--- src/hw/rtl/yuv_pkg.sv ---
// ----------------------------------------------------------------------------
// YUV 4:2:2 to I420 converter package
// Shared constants, register codes and item types of the converter.
// ----------------------------------------------------------------------------
`timescale 1ns / 1ps

package yuv_pkg;

  // Frame geometry limits.
  localparam int unsigned MaxPairs = 2048;
  localparam int unsigned MaxRows  = 4096;

  // Derived counter widths.
  localparam int unsigned ColW  = $clog2(MaxPairs);
  localparam int unsigned PairW = $clog2(MaxPairs + 1);
  localparam int unsigned RowW  = $clog2(MaxRows + 1);

  // Fixed register and field widths.
  localparam int unsigned SrcPairsW  = 12;
  localparam int unsigned OutRowsW   = 13;
  localparam int unsigned CfgDataW   = 13;
  localparam int unsigned CfgIdxW    = 2;
  localparam int unsigned LumaIdxW   = 23;
  localparam int unsigned ChromaIdxW = 22;

  // Widths wide enough to compare raw register values against the limits.
  localparam int unsigned PairCmpW = (PairW > SrcPairsW) ? PairW : SrcPairsW;
  localparam int unsigned RowCmpW  = (RowW > OutRowsW) ? RowW : OutRowsW;

  // Register reset values.
  localparam logic [SrcPairsW-1:0] SrcPairsRst = 12'd320;
  localparam logic [SrcPairsW-1:0] OutPairsRst = 12'd320;
  localparam logic [OutRowsW-1:0]  OutRowsRst  = 13'd480;

  // Configuration register indexes.
  typedef enum logic [CfgIdxW-1:0] {
    CfgByteOrder   = 2'd0,
    CfgSourcePairs = 2'd1,
    CfgOutPairs    = 2'd2,
    CfgOutRows     = 2'd3
  } cfg_reg_e;

  // Byte order of the packed macropixel.
  typedef enum logic {
    OrderYuyv = 1'b0,
    OrderUyvy = 1'b1
  } order_e;

  // One packed macropixel as received.
  typedef struct packed {
    logic       frame_start;
    logic [7:0] first_byte;
    logic [7:0] second_byte;
    logic [7:0] third_byte;
    logic [7:0] fourth_byte;
  } in_item_t;

  // One planar result item.
  typedef struct packed {
    logic [LumaIdxW-1:0]   luma_index;
    logic [7:0]            luma_left;
    logic [7:0]            luma_right;
    logic                  chroma_valid;
    logic [ChromaIdxW-1:0] chroma_index;
    logic [7:0]            chroma_u;
    logic [7:0]            chroma_v;
    logic                  frame_last;
  } out_item_t;

  // Effective (saturated) configuration.
  typedef struct packed {
    order_e           byte_order;
    logic [PairW-1:0] src_pairs;
    logic [PairW-1:0] out_pairs;
    logic [RowW-1:0]  out_rows;
  } cfg_t;

  // Position decision for the item in the work stage.
  typedef struct packed {
    logic                  emit;
    logic                  even;
    logic                  last;
    logic [LumaIdxW-1:0]   luma_index;
    logic [ChromaIdxW-1:0] chroma_index;
  } pos_t;

endpackage

--- src/hw/rtl/yuv_if.sv ---
// ----------------------------------------------------------------------------
// YUV converter channel interfaces
// Valid/ready channels for input items, result items and register writes.
// ----------------------------------------------------------------------------
`timescale 1ns / 1ps

// Input macropixel channel.
interface yuv_in_if;
  logic             valid;
  logic             ready;
  yuv_pkg::in_item_t data;

  modport source (output valid, output data, input ready);
  modport sink   (input valid, input data, output ready);
endinterface

// Result item channel.
interface yuv_out_if;
  logic               valid;
  logic               ready;
  yuv_pkg::out_item_t data;

  modport source (output valid, output data, input ready);
  modport sink   (input valid, input data, output ready);
endinterface

// Register write channel.
interface yuv_cfg_if;
  logic                             valid;
  logic                             ready;
  yuv_pkg::cfg_reg_e                index;
  logic [yuv_pkg::CfgDataW-1:0]     data;

  modport source (output valid, output index, output data, input ready);
  modport sink   (input valid, input index, input data, output ready);
endinterface

--- src/hw/rtl/yuv_cfg.sv ---
// ----------------------------------------------------------------------------
// YUV converter configuration registers
// Holds the written registers and saturates them into their legal ranges.
// ----------------------------------------------------------------------------
`timescale 1ns / 1ps

module yuv_cfg (
  input  logic            clk_i,
  input  logic            rst_ni,
  yuv_cfg_if.sink         cfg_i,
  output yuv_pkg::cfg_t   cfg_o
);

  yuv_pkg::order_e                  order_q;
  logic [yuv_pkg::SrcPairsW-1:0]    src_q;
  logic [yuv_pkg::SrcPairsW-1:0]    outp_q;
  logic [yuv_pkg::OutRowsW-1:0]     rows_q;

  logic [yuv_pkg::PairCmpW-1:0]     src_ext;
  logic [yuv_pkg::PairCmpW-1:0]     outp_ext;
  logic [yuv_pkg::PairCmpW-1:0]     src_sat;
  logic [yuv_pkg::PairCmpW-1:0]     outp_sat;
  logic [yuv_pkg::RowCmpW-1:0]      rows_ext;
  logic [yuv_pkg::RowCmpW-1:0]      rows_sat;

  // Writes are always taken.
  assign cfg_i.ready = 1'b1;

  // Register file.
  always_ff @(posedge clk_i or negedge rst_ni) begin
    if (!rst_ni) begin
      order_q <= yuv_pkg::OrderYuyv;
      src_q   <= yuv_pkg::SrcPairsRst;
      outp_q  <= yuv_pkg::OutPairsRst;
      rows_q  <= yuv_pkg::OutRowsRst;
    end else if (cfg_i.valid) begin
      unique case (cfg_i.index)
        yuv_pkg::CfgByteOrder:   order_q <= yuv_pkg::order_e'(cfg_i.data[0]);
        yuv_pkg::CfgSourcePairs: src_q   <= cfg_i.data[yuv_pkg::SrcPairsW-1:0];
        yuv_pkg::CfgOutPairs:    outp_q  <= cfg_i.data[yuv_pkg::SrcPairsW-1:0];
        yuv_pkg::CfgOutRows:     rows_q  <= cfg_i.data[yuv_pkg::OutRowsW-1:0];
        default: ;
      endcase
    end
  end

  // Saturate the row lengths; the kept length never exceeds the source length.
  always_comb begin
    src_ext  = yuv_pkg::PairCmpW'(src_q);
    outp_ext = yuv_pkg::PairCmpW'(outp_q);
    if (src_ext == '0) begin
      src_sat = yuv_pkg::PairCmpW'(1);
    end else if (src_ext > yuv_pkg::PairCmpW'(yuv_pkg::MaxPairs)) begin
      src_sat = yuv_pkg::PairCmpW'(yuv_pkg::MaxPairs);
    end else begin
      src_sat = src_ext;
    end
    if (outp_ext == '0) begin
      outp_sat = yuv_pkg::PairCmpW'(1);
    end else if (outp_ext > src_sat) begin
      outp_sat = src_sat;
    end else begin
      outp_sat = outp_ext;
    end
  end

  // Saturate the kept row count.
  always_comb begin
    rows_ext = yuv_pkg::RowCmpW'(rows_q);
    if (rows_ext == '0) begin
      rows_sat = yuv_pkg::RowCmpW'(1);
    end else if (rows_ext > yuv_pkg::RowCmpW'(yuv_pkg::MaxRows)) begin
      rows_sat = yuv_pkg::RowCmpW'(yuv_pkg::MaxRows);
    end else begin
      rows_sat = rows_ext;
    end
  end

  assign cfg_o.byte_order = order_q;
  assign cfg_o.src_pairs  = src_sat[yuv_pkg::PairW-1:0];
  assign cfg_o.out_pairs  = outp_sat[yuv_pkg::PairW-1:0];
  assign cfg_o.out_rows   = rows_sat[yuv_pkg::RowW-1:0];

endmodule

--- src/hw/rtl/yuv_pos.sv ---
// ----------------------------------------------------------------------------
// YUV converter position tracker
// Column, row and plane position counters, with crop and frame-end decisions.
// ----------------------------------------------------------------------------
`timescale 1ns / 1ps

module yuv_pos (
  input  logic          clk_i,
  input  logic          rst_ni,
  input  logic          fire_i,
  input  logic          frame_start_i,
  input  yuv_pkg::cfg_t cfg_i,
  output yuv_pkg::pos_t pos_o
);

  // Compare widths with one spare bit for the incremented counters.
  localparam int unsigned CmpW  = yuv_pkg::PairW + 1;
  localparam int unsigned RCmpW = yuv_pkg::RowW + 1;

  logic [yuv_pkg::ColW-1:0]       col_q, col_c, col_d;
  logic [yuv_pkg::RowW-1:0]       row_q, row_c, row_d;
  logic [yuv_pkg::LumaIdxW-1:0]   luma_q, luma_c, luma_d;
  logic [yuv_pkg::ChromaIdxW-1:0] chroma_q, chroma_c, chroma_d;
  logic                           fin_q, fin_c, fin_d;

  logic [CmpW-1:0]                col_inc;
  logic [RCmpW-1:0]               row_inc;
  logic                           emit;
  logic                           even;
  logic                           wrap;

  // A frame start clears the position before the item is handled.
  always_comb begin
    if (frame_start_i) begin
      col_c    = '0;
      row_c    = '0;
      luma_c   = '0;
      chroma_c = '0;
      fin_c    = 1'b0;
    end else begin
      col_c    = col_q;
      row_c    = row_q;
      luma_c   = luma_q;
      chroma_c = chroma_q;
      fin_c    = fin_q;
    end
  end

  // Crop, parity and row-wrap decisions.
  assign col_inc = CmpW'(col_c) + CmpW'(1);
  assign row_inc = RCmpW'(row_c) + RCmpW'(1);
  assign even    = ~row_c[0];
  assign emit    = !fin_c && (CmpW'(col_c) < CmpW'(cfg_i.out_pairs));
  assign wrap    = col_inc >= CmpW'(cfg_i.src_pairs);

  // Next position; nothing moves while waiting for a frame start.
  always_comb begin
    col_d    = col_c;
    row_d    = row_c;
    luma_d   = luma_c;
    chroma_d = chroma_c;
    fin_d    = fin_c;
    if (!fin_c) begin
      if (emit) begin
        luma_d = luma_c + yuv_pkg::LumaIdxW'(1);
        if (even) begin
          chroma_d = chroma_c + yuv_pkg::ChromaIdxW'(1);
        end
      end
      if (wrap) begin
        col_d = '0;
        row_d = row_inc[yuv_pkg::RowW-1:0];
        if (row_inc >= RCmpW'(cfg_i.out_rows)) begin
          fin_d = 1'b1;
        end
      end else begin
        col_d = col_inc[yuv_pkg::ColW-1:0];
      end
    end
  end

  // Position state advances once per item leaving the work stage.
  always_ff @(posedge clk_i or negedge rst_ni) begin
    if (!rst_ni) begin
      col_q    <= '0;
      row_q    <= '0;
      luma_q   <= '0;
      chroma_q <= '0;
      fin_q    <= 1'b1;
    end else if (fire_i) begin
      col_q    <= col_d;
      row_q    <= row_d;
      luma_q   <= luma_d;
      chroma_q <= chroma_d;
      fin_q    <= fin_d;
    end
  end

  assign pos_o.emit         = emit;
  assign pos_o.even         = even;
  assign pos_o.last         = (col_inc == CmpW'(cfg_i.out_pairs)) &&
                              (row_inc >= RCmpW'(cfg_i.out_rows));
  assign pos_o.luma_index   = luma_c;
  assign pos_o.chroma_index = chroma_c;

  // An emitted item moves the luma position on by exactly one.
  a_luma_step: assert property (@(posedge clk_i) disable iff (!rst_ni)
    fire_i && emit |=> luma_q == $past(luma_c) + yuv_pkg::LumaIdxW'(1))
    else $error("luma position did not advance by one");

  // A dropped item outside a frame start leaves the luma position alone.
  a_luma_hold: assert property (@(posedge clk_i) disable iff (!rst_ni)
    fire_i && !emit && !frame_start_i |=> $stable(luma_q))
    else $error("luma position moved on a dropped item");

endmodule

--- src/hw/rtl/packed_yuv422_to_planar_i420.sv ---
// ----------------------------------------------------------------------------
// Packed YUV 4:2:2 to planar I420 converter
// Crops packed macropixels to the output frame and splits them into luma and
// even-row chroma samples with their plane indexes.
// ----------------------------------------------------------------------------
// Path: an accepted item moves from the input register to the result register,
// where its result is valid; an untaken result can hold it in the input register.
// Throughput: one item per cycle; the input stalls only while a result is
// held in the result register and not taken, and the item in the work stage also emits.
// Reset: registers take their defaults, counters clear and the block drops
// items until one carries a frame start.
`timescale 1ns / 1ps

module packed_yuv422_to_planar_i420 (
  input  logic       clk_i,
  input  logic       rst_ni,
  yuv_in_if.sink     in_i,
  yuv_out_if.source  out_o,
  yuv_cfg_if.sink    cfg_i
);

  yuv_pkg::cfg_t      cfg;
  yuv_pkg::pos_t      pos;

  logic               s1_valid_q;
  yuv_pkg::in_item_t  s1_q;
  logic               out_valid_q;
  yuv_pkg::out_item_t out_q;
  yuv_pkg::out_item_t res_d;

  logic               in_ready;
  logic               in_fire;
  logic               out_free;
  logic               s1_fire;
  logic [7:0]         y0, y1, u, v;

  // Configuration registers.
  yuv_cfg u_cfg (
    .clk_i  (clk_i),
    .rst_ni (rst_ni),
    .cfg_i  (cfg_i),
    .cfg_o  (cfg)
  );

  // Position tracking for the item in the work stage.
  yuv_pos u_pos (
    .clk_i         (clk_i),
    .rst_ni        (rst_ni),
    .fire_i        (s1_fire),
    .frame_start_i (s1_q.frame_start),
    .cfg_i         (cfg),
    .pos_o         (pos)
  );

  // Handshake: the work stage empties unless it must wait for the result slot.
  assign out_free   = !out_valid_q || out_o.ready;
  assign s1_fire    = s1_valid_q && (!pos.emit || out_free);
  assign in_ready   = !s1_valid_q || s1_fire;
  assign in_fire    = in_i.valid && in_ready;
  assign in_i.ready = in_ready;

  // Input register.
  always_ff @(posedge clk_i or negedge rst_ni) begin
    if (!rst_ni) begin
      s1_valid_q <= 1'b0;
    end else if (in_fire) begin
      s1_valid_q <= 1'b1;
    end else if (s1_fire) begin
      s1_valid_q <= 1'b0;
    end
  end

  always_ff @(posedge clk_i) begin
    if (in_fire) begin
      s1_q <= in_i.data;
    end
  end

  // Byte lanes by configured order.
  always_comb begin
    case (cfg.byte_order)
      yuv_pkg::OrderUyvy: begin
        u  = s1_q.first_byte;
        y0 = s1_q.second_byte;
        v  = s1_q.third_byte;
        y1 = s1_q.fourth_byte;
      end
      default: begin
        y0 = s1_q.first_byte;
        u  = s1_q.second_byte;
        y1 = s1_q.third_byte;
        v  = s1_q.fourth_byte;
      end
    endcase
  end

  // Result assembly; chroma fields are zero on odd rows.
  always_comb begin
    res_d.luma_index   = pos.luma_index;
    res_d.luma_left    = y0;
    res_d.luma_right   = y1;
    res_d.chroma_valid = pos.even;
    res_d.chroma_index = pos.even ? pos.chroma_index : '0;
    res_d.chroma_u     = pos.even ? u : 8'd0;
    res_d.chroma_v     = pos.even ? v : 8'd0;
    res_d.frame_last   = pos.last;
  end

  // Result register.
  always_ff @(posedge clk_i or negedge rst_ni) begin
    if (!rst_ni) begin
      out_valid_q <= 1'b0;
    end else if (s1_fire && pos.emit) begin
      out_valid_q <= 1'b1;
    end else if (out_o.ready) begin
      out_valid_q <= 1'b0;
    end
  end

  always_ff @(posedge clk_i) begin
    if (s1_fire && pos.emit) begin
      out_q <= res_d;
    end
  end

  assign out_o.valid = out_valid_q;
  assign out_o.data  = out_q;

  // An empty work stage always takes a new item.
  a_ready_when_empty: assert property (@(posedge clk_i) disable iff (!rst_ni)
    !s1_valid_q |-> in_i.ready)
    else $error("input stalled with an empty work stage");

  // An emitting item leaving the work stage shows up as a result.
  a_emit_lands: assert property (@(posedge clk_i) disable iff (!rst_ni)
    s1_fire && pos.emit |=> out_valid_q)
    else $error("emitted item did not reach the result register");

  // Odd-row results carry no chroma.
  a_odd_row_clean: assert property (@(posedge clk_i) disable iff (!rst_ni)
    out_valid_q && !out_q.chroma_valid |->
      out_q.chroma_index == '0 && out_q.chroma_u == 8'd0 && out_q.chroma_v == 8'd0)
    else $error("chroma fields set on an odd row");

endmodule
--- src/flat_wrapper.sv ---
// flat-port wrapper written by rule: the top's interface ports become plain ports
module packed_yuv422_to_planar_i420_flat 
  (clk_i, rst_ni, in_i_valid, in_i_data, in_i_ready, out_o_valid, out_o_data, out_o_ready, cfg_i_valid, cfg_i_index, cfg_i_data, cfg_i_ready);
  yuv_in_if in_i_i ();
  yuv_out_if out_o_i ();
  yuv_cfg_if cfg_i_i ();
  input  logic clk_i;
  input  logic rst_ni;
  input wire logic [$bits(in_i_i.valid)-1:0] in_i_valid;
  input wire logic [$bits(in_i_i.data)-1:0] in_i_data;
  output wire logic [$bits(in_i_i.ready)-1:0] in_i_ready;
  output wire logic [$bits(out_o_i.valid)-1:0] out_o_valid;
  output wire logic [$bits(out_o_i.data)-1:0] out_o_data;
  input wire logic [$bits(out_o_i.ready)-1:0] out_o_ready;
  input wire logic [$bits(cfg_i_i.valid)-1:0] cfg_i_valid;
  input wire logic [$bits(cfg_i_i.index)-1:0] cfg_i_index;
  input wire logic [$bits(cfg_i_i.data)-1:0] cfg_i_data;
  output wire logic [$bits(cfg_i_i.ready)-1:0] cfg_i_ready;
  assign in_i_i.valid = in_i_valid;
  assign in_i_i.data = in_i_data;
  assign in_i_ready = in_i_i.ready;
  assign out_o_valid = out_o_i.valid;
  assign out_o_data = out_o_i.data;
  assign out_o_i.ready = out_o_ready;
  assign cfg_i_i.valid = cfg_i_valid;
  assign cfg_i_i.index = cfg_i_index;
  assign cfg_i_i.data = cfg_i_data;
  assign cfg_i_ready = cfg_i_i.ready;
  packed_yuv422_to_planar_i420 u_core (.clk_i(clk_i), .rst_ni(rst_ni), .in_i(in_i_i), .out_o(out_o_i), .cfg_i(cfg_i_i));
endmodule
--- config.mk ---
export PLATFORM = sky130hd
export DESIGN_NAME = packed_yuv422_to_planar_i420_flat
export DESIGN_NICKNAME = d
export VERILOG_FILES = /design/src/hw/rtl/yuv_pkg.sv /design/src/hw/rtl/yuv_if.sv /design/src/hw/rtl/yuv_cfg.sv /design/src/hw/rtl/yuv_pos.sv /design/src/hw/rtl/packed_yuv422_to_planar_i420.sv /design/src/flat_wrapper.sv
export SDC_FILE = /design/constraint.sdc
export NUM_CORES = 1
export LEC_CHECK = 0
export BUFFER_PORTS_ARGS = -buffer_cell sky130_fd_sc_hd__buf_2
export CORE_AREA = 3 3 199 201
export CTS_CLUSTER_DIAMETER = 150
export DETAILED_ROUTE_END_ITERATION = 7
export DIE_AREA = 0 0 202 204
export GPL_TIMING_DRIVEN = 0
export PLACE_DENSITY = 0.54
export SYNTH_ARGS = -nofsm -noshare
export SYNTH_HDL_FRONTEND = slang
export SYNTH_SLANG_ARGS = --single-unit
--- constraint.sdc ---
create_clock -name clk_i -period 6.85 [get_ports clk_i]
set_input_delay 1.0275 -clock clk_i [delete_from_list [all_inputs] [get_ports clk_i]]
set_output_delay 1.0275 -clock clk_i [all_outputs]
set_load 0.03 [all_outputs]
==> flow_metrics.py, run 1 <==
metrics = {
    "place": {
        "placed_area_um2": 12800,
        "routabilityCongestion": 0.847,
        "hpwl_mm": 22.1,
        "placed_cells": 1654,
        "port_buffers": 133,
    },
    "synth": {
        "synth_top_area_cell": "edfxtp_1",
        "synth_edf_count": 112,
        "yosys.area.top_type_share_pct": 29.5,
        "synthesis.area_um2": 11400,
        "yosysSeqAreaShare_pct": 53.8,
        "synth.area.top_cells": "edfxtp_1 30%, dfrtp_1 22%, ha_1 5.7%",
        "synthArstFlopShare_pct": 49.5,
        "syn-num-nets": 1113,
        "synth-main-ff-cell": "edfxtp_1",
        "ys_seq_elements": 222,
        "yosysWarningCount": 0,
        "avgSynthCellArea_um2": 11.3,
        "yosysUniqueCellTypes": 66,
        "synth_cells": 1008,
    },
    "sta": {
        "rsz0062_at_grt": "false",
        "period_minus_slack_ps": 6430,
        "hold_ws_ps": 367,
        "setup_viol_count_final": 0,
        "fin_skew_ps": 16.8,
        "final_hold_viol_count": 0,
        "final_max_slew_viol_count": 0,
        "tightest_slew_ps": 878,
        "fin_crit_sh_pct": 93.9,
        "maxSlewHeadroom_pct": 41.0,
        "max_freq_mhz": 155,
    },
    "clock_tree": {
        "clk_pin_slew_ps": 60,
        "cts_inserted_buffers": 25,
        "clock_latency_ps": 520,
        "clockBufferDepth": 3,
        "hold_buffers": 0,
        "ctsHtreeMaxLevel": 1,
        "cts_root_buf": "clkbuf_16",
        "clkSinkCount": 222,
        "cts_tree": "built",
    },
    "route": {
        "drc": 0,
        "drt_wl_total_mm": 30.2,
        "wl_per_cell_um": 17.7,
        "dr.pass1.iters": 7,
        "vias_per_cell": 4.90,
        "ant_nets": 0,
        "dr.first_iter.drc_count": 502,
        "vias": 8336,
    },
    "status": {
        "status": "finished clean",
    },
    "floorplanning": {
        "die_h_um": 204,
        "fp-row-count": 71,
        "coreArea_um2": 37800,
        "initial_core_util_pct": 30.2,
        "die_w_um": 202,
        "die_area_um2": 41200,
        "ioPinCount": 135,
    },
    "pwr": {
        "peakVddDrop_mv": 0.187,
        "power_density_nw_per_um2": 302,
        "p_leak_uw": 0.00552,
    },
    "cells_and_area": {
        "layout-drive-gt1-share_pct": 21.8,
        "fin_nets": 1277,
        "post-route-cell-area_um2": 13600,
        "finish.cell_count_without_fillers": 1701,
        "num-fill-cells": 3802,
        "multiInputGateArea_um2": 4980,
        "final_core_util_pct": 35.9,
        "diodes": 0,
        "synthToLayoutAreaGrowth_pct": 19.0,
        "regArea_um2": 6130,
    },
    "setup_path": {
        "crit_chain": "buf_2 -> buf_1 -> buf_2 -> clkbuf_1 -> clkbuf_1 -> nor2b_1 -> ha_1 -> nor2b_1 -> o21ai_0 -> nand2b_1 -> a21oi_1 -> o31ai_1 -> a21oi_2 -> buf_2 -> nand3_1 -> buf_2",
        "crit_path_start_kind": "register",
        "cp_common_cell": "buf_2",
        "endpoint_kind": "output pin",
        "worstPathRequired_ps": 5820,
        "crit_path_top_delay_cell": "o31ai_1",
        "slowest_delay_ps": 700,
        "arrival_ps": 5400,
        "worst-setup-path-type": "register to output pin",
        "worst-path-max-fanout": 10,
    },
    "global_routing": {
        "track_usage_pct": 14.2,
        "overflow": 0,
        "grt_pass1_wl_mm": 47.2,
        "grt_pass1_vias": 8316,
        "grt_max_degree": 89,
        "antenna_found_initial": 0,
    },
    "flow_run": {
        "cap_violations": 0,
    },
    "hold_path": {
        "worstHoldPathType": "input port to asynchronous set/reset pin",
    },
}
power breakdown:
group	internal (µW)	switching (µW)	leakage, µW	total (µW)
sequential	1610	111	0.00252	1720
clock	748	524	0.000369	1270
combinational	368	730	0.00263	1100
state kept, by name, summed over array words and instances (netlist names):
| register | cells |
|---|---|
| u_core.out_o.data | 79 |
| u_core.u_pos.col_q | 11 |
| u_core.u_cfg.order_q | 1 |
| u_core.u_pos.luma_q | 23 |
| u_core.s1_valid_q | 1 |
| u_core.u_pos.chroma_q | 22 |
| u_core.u_cfg.rows_ext | 13 |
| u_core.u_cfg.src_ext | 12 |
| u_core.s1_q | 33 |
| u_core.u_pos.fin_q | 1 |
| u_core.out_o.valid | 1 |
| u_core.u_pos.row_q | 13 |
| u_core.u_cfg.outp_ext | 12 |
layout make-up:
type	count	share of cell area [%]
Sequential cell	222	45.2
Inverter	26	0.766
Clock buffer	35	4.89
Multi-Input combinational cell	714	36.7
Buffer	45	1.47
Timing Repair Buffer	138	5.47
Tap cell	511	4.72
Clock inverter	10	0.748
kinds of logic (layout without fill, tap and decap cells):
family,count (synthesis),in the layout,synth area share [%]
adder cells (fa/ha/maj),52,52,5.71
buffers and inverters,72,254,2.64
XOR/XNOR,61,61,4.69
other,1,1,0.0329
AO/OA/AOI/OAI,174,174,10.3
multiplexers,73,73,7.01
flip-flops,222,222,53.8
AND/OR/NAND/NOR,353,353,15.8
worst max-delay path, delay by kind of cell (launching register included):
kind                     cells  cell delay, ps
adder cells (fa/ha/maj)      1             310
buffers and inverters        7            2730
AO/OA/AOI/OAI                4             960
flip-flops                   1             360
AND/OR/NAND/NOR              4             520
cells in the mapped netlist (all sizes together), types with 2 or more instances:
library cell	count
edfxtp	112
dfrtp	101
nand2	94
o21ai	66
nor2	60
mux2	54
ha	52
nor2b	40
nand3	34
xor2	34
xnor2	27
a21oi	26
clkbuf	26
inv	25
and2	23
buf	20
and3	19
mux2i	19
nor4	18
nand4	17
nor3	16
a22o	12
a211oi	9
dfstp	9
nand2b	8
o31ai	8
a2111oi	7
a21o	6
a31oi	6
and4	6
o211ai	6
o22ai	6
nand3b	5
o21a	5
or2	4
nor3b	3
o221ai	3
o2bb2ai	3
nand4b	2
o31a	2
placed cells by master (no fill, tap or decap), types with 23 or more instances in the layout:
cell type / count
a21oi_1: 25
buf_2: 140
clkbuf_1: 34
clkbuf_16: 25
dfrtp_1: 101
edfxtp_1: 112
ha_1: 52
inv_1: 23
mux2_2: 54
nand2_1: 94
nand3_1: 33
nor2_1: 60
nor2b_1: 40
o21ai_0: 65
xnor2_1: 27
xor2_1: 34
routing by layer:
| metal | routed length, µm | track usage (%) |
|---|---|---|
| met5 | 0 | 0 |
| met4 | 663 | 3.41 |
| met3 | 1180 | 1.96 |
| met2 | 14100 | 23.6 |
| met1 | 14200 | 19.7 |
timing repair:
action / in CTS / in global routing
pin swaps: 0 / 1
buffers inserted: 0 / 3
endpoints found under the setup margin: 1 / 1
gates resized for setup: 2 / 3
endpoints found under the hold margin: 0 / 0
path summary, 6_finish.rpt:
| kind | start | to | slack, ps | cells past startpoint |
|---|---|---|---|---|
| max reg2reg | u_core.s1_q[32]$_DFFE_PP_ | u_core.u_pos.row_q[9]$_DFFE_PN0P_ | 690 | 21 |
| max in group asynchronous | rst_ni | u_core.u_cfg.src_ext[6]$_DFFE_PN1P_ | 5710 | 2 |
| min in group clk_i | u_core.u_pos.luma_q[18]$_DFFE_PN0P_ | u_core.u_pos.luma_q[18]$_DFFE_PN0P_ | 490 | 1 |
| min | rst_ni | u_core.u_pos.luma_q[21]$_DFFE_PN0P_ | 370 | 1 |
| max | u_core.s1_q[32]$_DFFE_PP_ | in_i_ready | 420 | 16 |
| min reg2reg | u_core.u_pos.luma_q[18]$_DFFE_PN0P_ | u_core.u_pos.luma_q[18]$_DFFE_PN0P_ | 490 | 1 |
metrics by stage:
stage	worst slack, ps	total power (µW)	TNS [ps]
after floorplan	820	2480	0
after global placement	-1300	2820	-42780
after detailed placement	364	2850	0
after CTS	82.7	4140	0
after global routing	34.2	4310	0
final	418	4100	0
No activity file was read; power rests on OpenSTA's default activity.
==> run 2, diff against run 1 <==
- BUFFER_PORTS_ARGS: -buffer_cell sky130_fd_sc_hd__buf_2 -> -buffer_cell sky130_fd_sc_hd__buf_4
- MAX_ROUTING_LAYER: not set -> met4
- clock period: 6.85 -> 8.1 ns (I/O delays scaled with it)
==> run 2 against run 1 <==
- worst setup slack improved by 410 ps
- design area up 2.0%
- register-to-register slack improved by 1000 ps
- worst hold slack better by 120 ps
- clock skew about the same
- global-route usage up 0.49 points
- clock-buffer cell count shrank 5
- via count fell by 1.1%
- total power down 15%
- largest cell class unchanged
- highest routed layer unchanged
- non-clock buffer count decreased by 2
- first-iteration DRC count is 1.6% higher
- sequential power shrank 15%
==> flow_metrics.py, run 2 (same netlist as run 1, synthesis figures left out) <==
metrics = {
    "status": {
        "status": "finished clean",
    },
    "global_routing": {
        "grt_max_degree": 89,
        "grt_pass1_vias": 8306,
        "antenna_found_initial": 0,
        "overflow": 0,
        "grt_pass1_wl_mm": 47.3,
        "track_usage_pct": 14.7,
    },
    "clock_tree": {
        "ctsHtreeMaxLevel": 1,
        "cts_tree": "built",
        "hold_buffers": 0,
        "cts_root_buf": "clkbuf_16",
        "post_cts_resized": 0,
        "clock_latency_ps": 540,
        "cts_inserted_buffers": 25,
        "post_cts.repair.setup_buffers": 0,
        "clockBufferDepth": 3,
        "clkSinkCount": 222,
        "clk_pin_slew_ps": 60,
    },
    "setup_path": {
        "r2r_setup_slack_ps": 1690,
        "arrival_ps": 6060,
        "critPathLaunch": "u_core.u_cfg.src_ext[11]$_DFFE_PN0P_",
        "crit_path_start_kind": "register",
        "rr_startpoint": "u_core.s1_q[32]$_DFFE_PP_",
        "worst-setup-path-type": "register to output pin",
        "worstPathRequired_ps": 6880,
        "worst-path-max-fanout": 11,
        "endpoint_kind": "output pin",
    },
    "cells_and_area": {
        "fin_nets": 1275,
        "largest_register_ffs": 79,
        "finish.cell_count_without_fillers": 1700,
        "layout-drive-gt1-share_pct": 21.6,
        "diodes": 0,
        "final_cell_mix": "133 x buf_4, 112 x edfxtp_1, 101 x dfrtp_1",
        "synthToLayoutAreaGrowth_pct": 21.5,
        "final_common_cell": "buf_4",
    },
    "route": {
        "drt_wl_total_mm": 30.2,
        "dr.pass1.iters": 4,
        "drc": 0,
        "ant_nets": 0,
        "vias": 8241,
        "dr.first_iter.drc_count": 510,
        "vias_per_cell": 4.85,
        "wl_per_cell_um": 17.7,
    },
    "hold_path": {
        "min_from": "u_core.u_pos.chroma_q[1]$_DFFE_PN0P_",
        "worstHoldPathType": "register to register",
    },
    "sta": {
        "final_max_slew_viol_count": 0,
        "fin_skew_ps": 17.2,
        "maxSlewHeadroom_pct": 41.2,
        "period_minus_slack_ps": 7270,
        "tightest_slew_ps": 882,
        "final_hold_viol_count": 0,
        "max_freq_mhz": 137,
        "fin_crit_sh_pct": 89.8,
        "setup_viol_count_final": 0,
        "rsz0062_at_grt": "false",
    },
    "pwr": {
        "power_uw": 3470,
        "p_leak_uw": 0.00561,
        "power_density_nw_per_um2": 251,
        "peakVddDrop_mv": 0.138,
    },
    "place": {
        "routabilityCongestion": 0.856,
        "port_buffers": 133,
        "hpwl_mm": 22.1,
        "placed_cells": 1654,
    },
    "floorplanning": {
        "fp-row-count": 71,
        "die_h_um": 204,
        "initial_core_util_pct": 30.2,
        "die_w_um": 202,
        "die_area_um2": 41200,
        "ioPinCount": 135,
        "coreArea_um2": 37800,
    },
    "flow_run": {
        "cap_violations": 0,
    },
}
==> run 2: cell types whose count changed in the layout (fill, tap and decap cells not counted), moves of 2 or more <==
cell / change
clkinv_2: +5
clkbuf_1: -3
buf_2: -133
bufinv_16: -2
buf_4: +129
clkinv_1: +2
==> run 2: layout make-up <==
cell class	instances	area, µm²
tap	511	639
buffer	46	200
fill	3768	23900
timing repair buffer	135	1050
clock buffer	30	644
inverter	26	100
clock inverter	16	95.1
sequential	222	6130
multi-input combinational	714	4980
==> run 2: path summary, 6_finish.rpt <==
path | end | depth (start not counted)
setup / recovery | in_i_ready | 20
hold / removal | u_core.u_pos.chroma_q[1]$_DFFE_PN0P_ | 2
setup reg to reg | u_core.u_pos.row_q[4]$_DFFE_PN0P_ | 21
hold reg to reg | u_core.u_pos.chroma_q[1]$_DFFE_PN0P_ | 2
max in group asynchronous | u_core.u_cfg.src_ext[6]$_DFFE_PN1P_ | 2
min in group asynchronous | u_core.u_pos.luma_q[16]$_DFFE_PN0P_ | 1
==> run 2: power by group <==
group          switching [µW]  internal, µW
clock                     472           572
combinational             615           349
sequential               95.6          1360
total                    1180          2290
==> run 2: layer usage <==
| layer | GRT usage (%) | up-vias | wire (µm) |
|---|---|---|---|
| met2 | 23.6 | 164 | 14000 |
| met5 | - | - | 0 |
| met1 | 19.9 | 4022 | 14400 |
| met3 | 1.94 | 46 | 1050 |
| li1 | - | 4009 | - |
| met4 | 3.41 | 0 | 691 |
==> run 2: critical path, cell delays in order (launching register included) <==
cell      delay [ps]
dfrtp_1          440
inv_1            100
clkbuf_1         450
nand2_1          200
ha_1             340
and4_1           230
a21o_1           190
a211oi_4         460
or2_2            230
buf_2            210
o21a_1           250
ha_1             250
o21ai_0          180
nand2b_1          80
a21oi_1          260
a21o_1           150
o31ai_1          170
a21oi_1          520
buf_2            370
nand3_1          190
buf_4            240
==> run 2: metrics by stage <==
| stage | worst slack (ps) | cell area [µm²] | setup TNS, ps | utilization [%] | hold WS (ps) |
|---|---|---|---|---|---|
| after floorplan | 2070 | 11400 | 0 | - | 449 |
| after global placement | -27.7 | 13000 | -738 | 34.5 | 461 |
| after detailed placement | 1430 | 13100 | 0 | 34.7 | 467 |
| after CTS | 817 | 13800 | 0 | 36.6 | 483 |
| after global routing | 398 | 13800 | 0 | 36.6 | 515 |
| final | 825 | 13800 | 0 | 36.6 | 482 |
==> run 3, diff against run 2 <==
- ABC_AREA: not set -> 1
- CORE_AREA: 3 3 199 201 -> 3 3 214 216
- DIE_AREA: 0 0 202 204 -> 0 0 217 219
- GPL_TIMING_DRIVEN: 0 -> not set
- RECOVER_POWER: not set -> 50
==> run 3 against run 2 <==
- the flow now finishes with violations (max-capacitance violations, max-slew violations)
- global-route usage is 0.31 points higher
- sequential share of layout area shrank 3.9 points
- design area grew 9.8%
- critical path depth up 8
- core utilization is 2.2 points lower
- worst hold slack worse by 15 ps
- clock power increased by 13%
- first-iteration DRC count rose by 38%
- total power rose by 14%
- clock skew decreased by 2.9 ps
- critical path type unchanged
- largest power group unchanged
- highest routed layer unchanged
==> flow_metrics.py, run 3 <==
metrics = {
    "cells_and_area": {
        "final_common_cell": "nand2_1",
        "final_cell_mix": "600 x nand2_1, 159 x inv_1, 112 x nor2_1, 112 x edfxtp_1, 101 x dfrtp_1",
        "largest_register_ffs": 79,
        "finish.cell_count_without_fillers": 2349,
        "diodes": 0,
        "synthToLayoutAreaGrowth_pct": 15.5,
        "layout-drive-gt1-share_pct": 11.3,
        "post-route-cell-area_um2": 15200,
        "fin_nets": 1842,
    },
    "global_routing": {
        "grt_max_degree": 74,
        "grt-busiest-layer": "met2",
        "grtUsageMet3_pct": 2.02,
        "overflow": 0,
        "use_met1_pct": 20.2,
        "grt_pass1_vias": 10484,
        "track_usage_pct": 15.0,
        "grt_util_met2_pct": 24.2,
        "grt_pass1_wl_mm": 56.4,
        "antenna_found_initial": 0,
    },
    "place": {
        "dpl_worst_slack_ps": 1860,
        "routabilityCongestion": 0.884,
        "hpwl_mm": 24.4,
        "port_buffers": 133,
        "placed_cells": 2301,
        "placed_area_um2": 14600,
    },
    "status": {
        "violations": "max-capacitance violations, max-slew violations",
        "status": "complete, but fails checks",
    },
    "clock_tree": {
        "clkSinkCount": 222,
        "clock_latency_ps": 540,
        "cts_inserted_buffers": 26,
        "post_cts_resized": 0,
        "ctsHtreeMaxLevel": 1,
        "clockBufferDepth": 3,
        "hold_buffers": 0,
        "clk_pin_slew_ps": 60,
        "cts_tree": "built",
        "cts_root_buf": "clkbuf_16",
        "post_cts.repair.setup_buffers": 0,
    },
    "setup_path": {
        "r2r_setup_slack_ps": 1960,
        "ff2ff_path_depth": 30,
        "worst-path-max-fanout": 57,
        "worst-setup-path-type": "register to output pin",
        "arrival_ps": 5390,
        "crit_path_start_kind": "register",
        "endpoint_kind": "output pin",
        "crit_path_top_delay_cell": "nand2_2",
        "slowest_delay_ps": 620,
        "cp_common_cell": "nand2_1",
        "worstPathRequired_ps": 6880,
    },
    "synth": {
        "yosys.area.top_type_share_pct": 25.6,
        "yosysUniqueCellTypes": 49,
        "ys_seq_elements": 222,
        "synth.most_common_cell": "nand2_1",
        "synth_top_area_cell": "edfxtp_1",
        "yosysWarningCount": 0,
        "synthArstFlopShare_pct": 49.5,
        "avgSynthCellArea_um2": 8.07,
        "synth_top_cells_by_count": "595 x nand2_1, 159 x inv_1, 112 x edfxtp_1",
        "synthesis.area_um2": 13100,
        "synth.area.top_cells": "edfxtp_1 26%, dfrtp_1 19%, nand2_1 17%",
        "synth_edf_count": 112,
        "syn-num-nets": 1733,
        "yosysSeqAreaShare_pct": 46.6,
        "synth_cells": 1628,
        "synth-main-ff-cell": "edfxtp_1",
    },
    "route": {
        "dr.pass1.iters": 5,
        "wl_per_cell_um": 14.7,
        "drt_wl_total_mm": 34.6,
        "ant_nets": 0,
        "drc": 0,
        "vias": 10834,
        "vias_per_cell": 4.61,
        "dr.first_iter.drc_count": 705,
    },
    "hold_path": {
        "hold_path_depth": 2,
        "worstHoldPathType": "register to register",
    },
    "floorplanning": {
        "initial_core_util_pct": 29.8,
        "coreArea_um2": 44100,
        "die_h_um": 219,
        "fp-row-count": 77,
        "ioPinCount": 135,
        "die_w_um": 217,
        "die_area_um2": 47500,
    },
    "sta": {
        "setup_ws_ps": 1500,
        "period_minus_slack_ps": 6600,
        "final_max_slew_viol_count": 143,
        "setup_viol_count_final": 0,
        "fin_skew_ps": 14.3,
        "max_freq_mhz": 151,
        "finalSetupTns_ps": 0,
        "fin_crit_sh_pct": 81.5,
        "tightest_slew_ps": 3400,
        "rsz0062_at_grt": "false",
        "final_hold_viol_count": 0,
        "maxSlewHeadroom_pct": -126,
    },
    "pwr": {
        "p_leak_uw": 0.00694,
        "peakVddDrop_mv": 0.154,
        "power_density_nw_per_um2": 261,
    },
    "flow_run": {
        "cap_violations": 3,
    },
}
==> run 3: power breakdown <==
part           leakage (µW)  switching [µW]  internal, µW
registers           0.00253             119          1440
logic               0.00399             890           338
clock network      0.000415             473           701
total               0.00694            1480          2480
==> run 3: worst paths after layout <==
path / to / from
worst max-delay path: in_i_ready / u_core.u_cfg.src_ext[0]$_DFFE_PN0P_
worst min-delay path: u_core.u_pos.fin_q$_DFFE_PN1P_ / u_core.u_pos.fin_q$_DFFE_PN1P_
worst max register to register: u_core.out_o.data[9]$_SDFFCE_PP0P_ / u_core.u_cfg.src_ext[0]$_DFFE_PN0P_
worst min register to register: u_core.u_pos.fin_q$_DFFE_PN1P_ / u_core.u_pos.fin_q$_DFFE_PN1P_
max in group asynchronous: u_core.u_pos.chroma_q[11]$_DFFE_PN0P_ / rst_ni
min in group asynchronous: u_core.u_cfg.outp_ext[7]$_DFFE_PN0P_ / rst_ni
==> run 3: cell type report <==
type                            instances  area [µm²]
Timing Repair Buffer                  143         876
Fill cell                            4737       28900
Multi-Input combinational cell       1173        5930
Inverter                              171         644
Clock buffer                           39         783
Tap cell                              592         741
Clock inverter                          9        80.1
Sequential cell                       222        6130
==> run 3: worst max-delay path, delay by kind of cell (launching register included) <==
family | cells | cell delay (ps)
compound gates | 1 | 140
buf+inv | 3 | 480
simple gates | 22 | 3230
fa+ha+maj | 2 | 610
flops | 1 | 390
==> run 3: cell families after synthesis <==
kind of cell / after synthesis / synth area share, %
buffers and inverters: 233 / 7.65
adder cells (fa/ha/maj): 52 / 4.95
other: 1 / 0.0285
multiplexers: 7 / 0.533
AND/OR/NAND/NOR: 900 / 30.4
AO/OA/AOI/OAI: 158 / 6.13
flip-flops: 222 / 46.6
XOR/XNOR: 55 / 3.67
==> run 3: stage by stage <==
stage / util [%] / hold slack [ps] / power, µW
finish: 34.4 / 467 / 3960
global route: 34.4 / 500 / 4210
CTS: 35.1 / 469 / 4070
detailed placement: 33.1 / 459 / 2890
global placement: 33.1 / 457 / 2860
floorplan: - / 446 / 2460
==> run 3: routing by layer <==
layer	routed length, µm	up-vias	share of wire (%)
met5	0	-	0
met4	675	0	2.0
met3	1500	48	4.3
met2	16200	228	47
met1	16300	5068	47
li1	-	5490	-
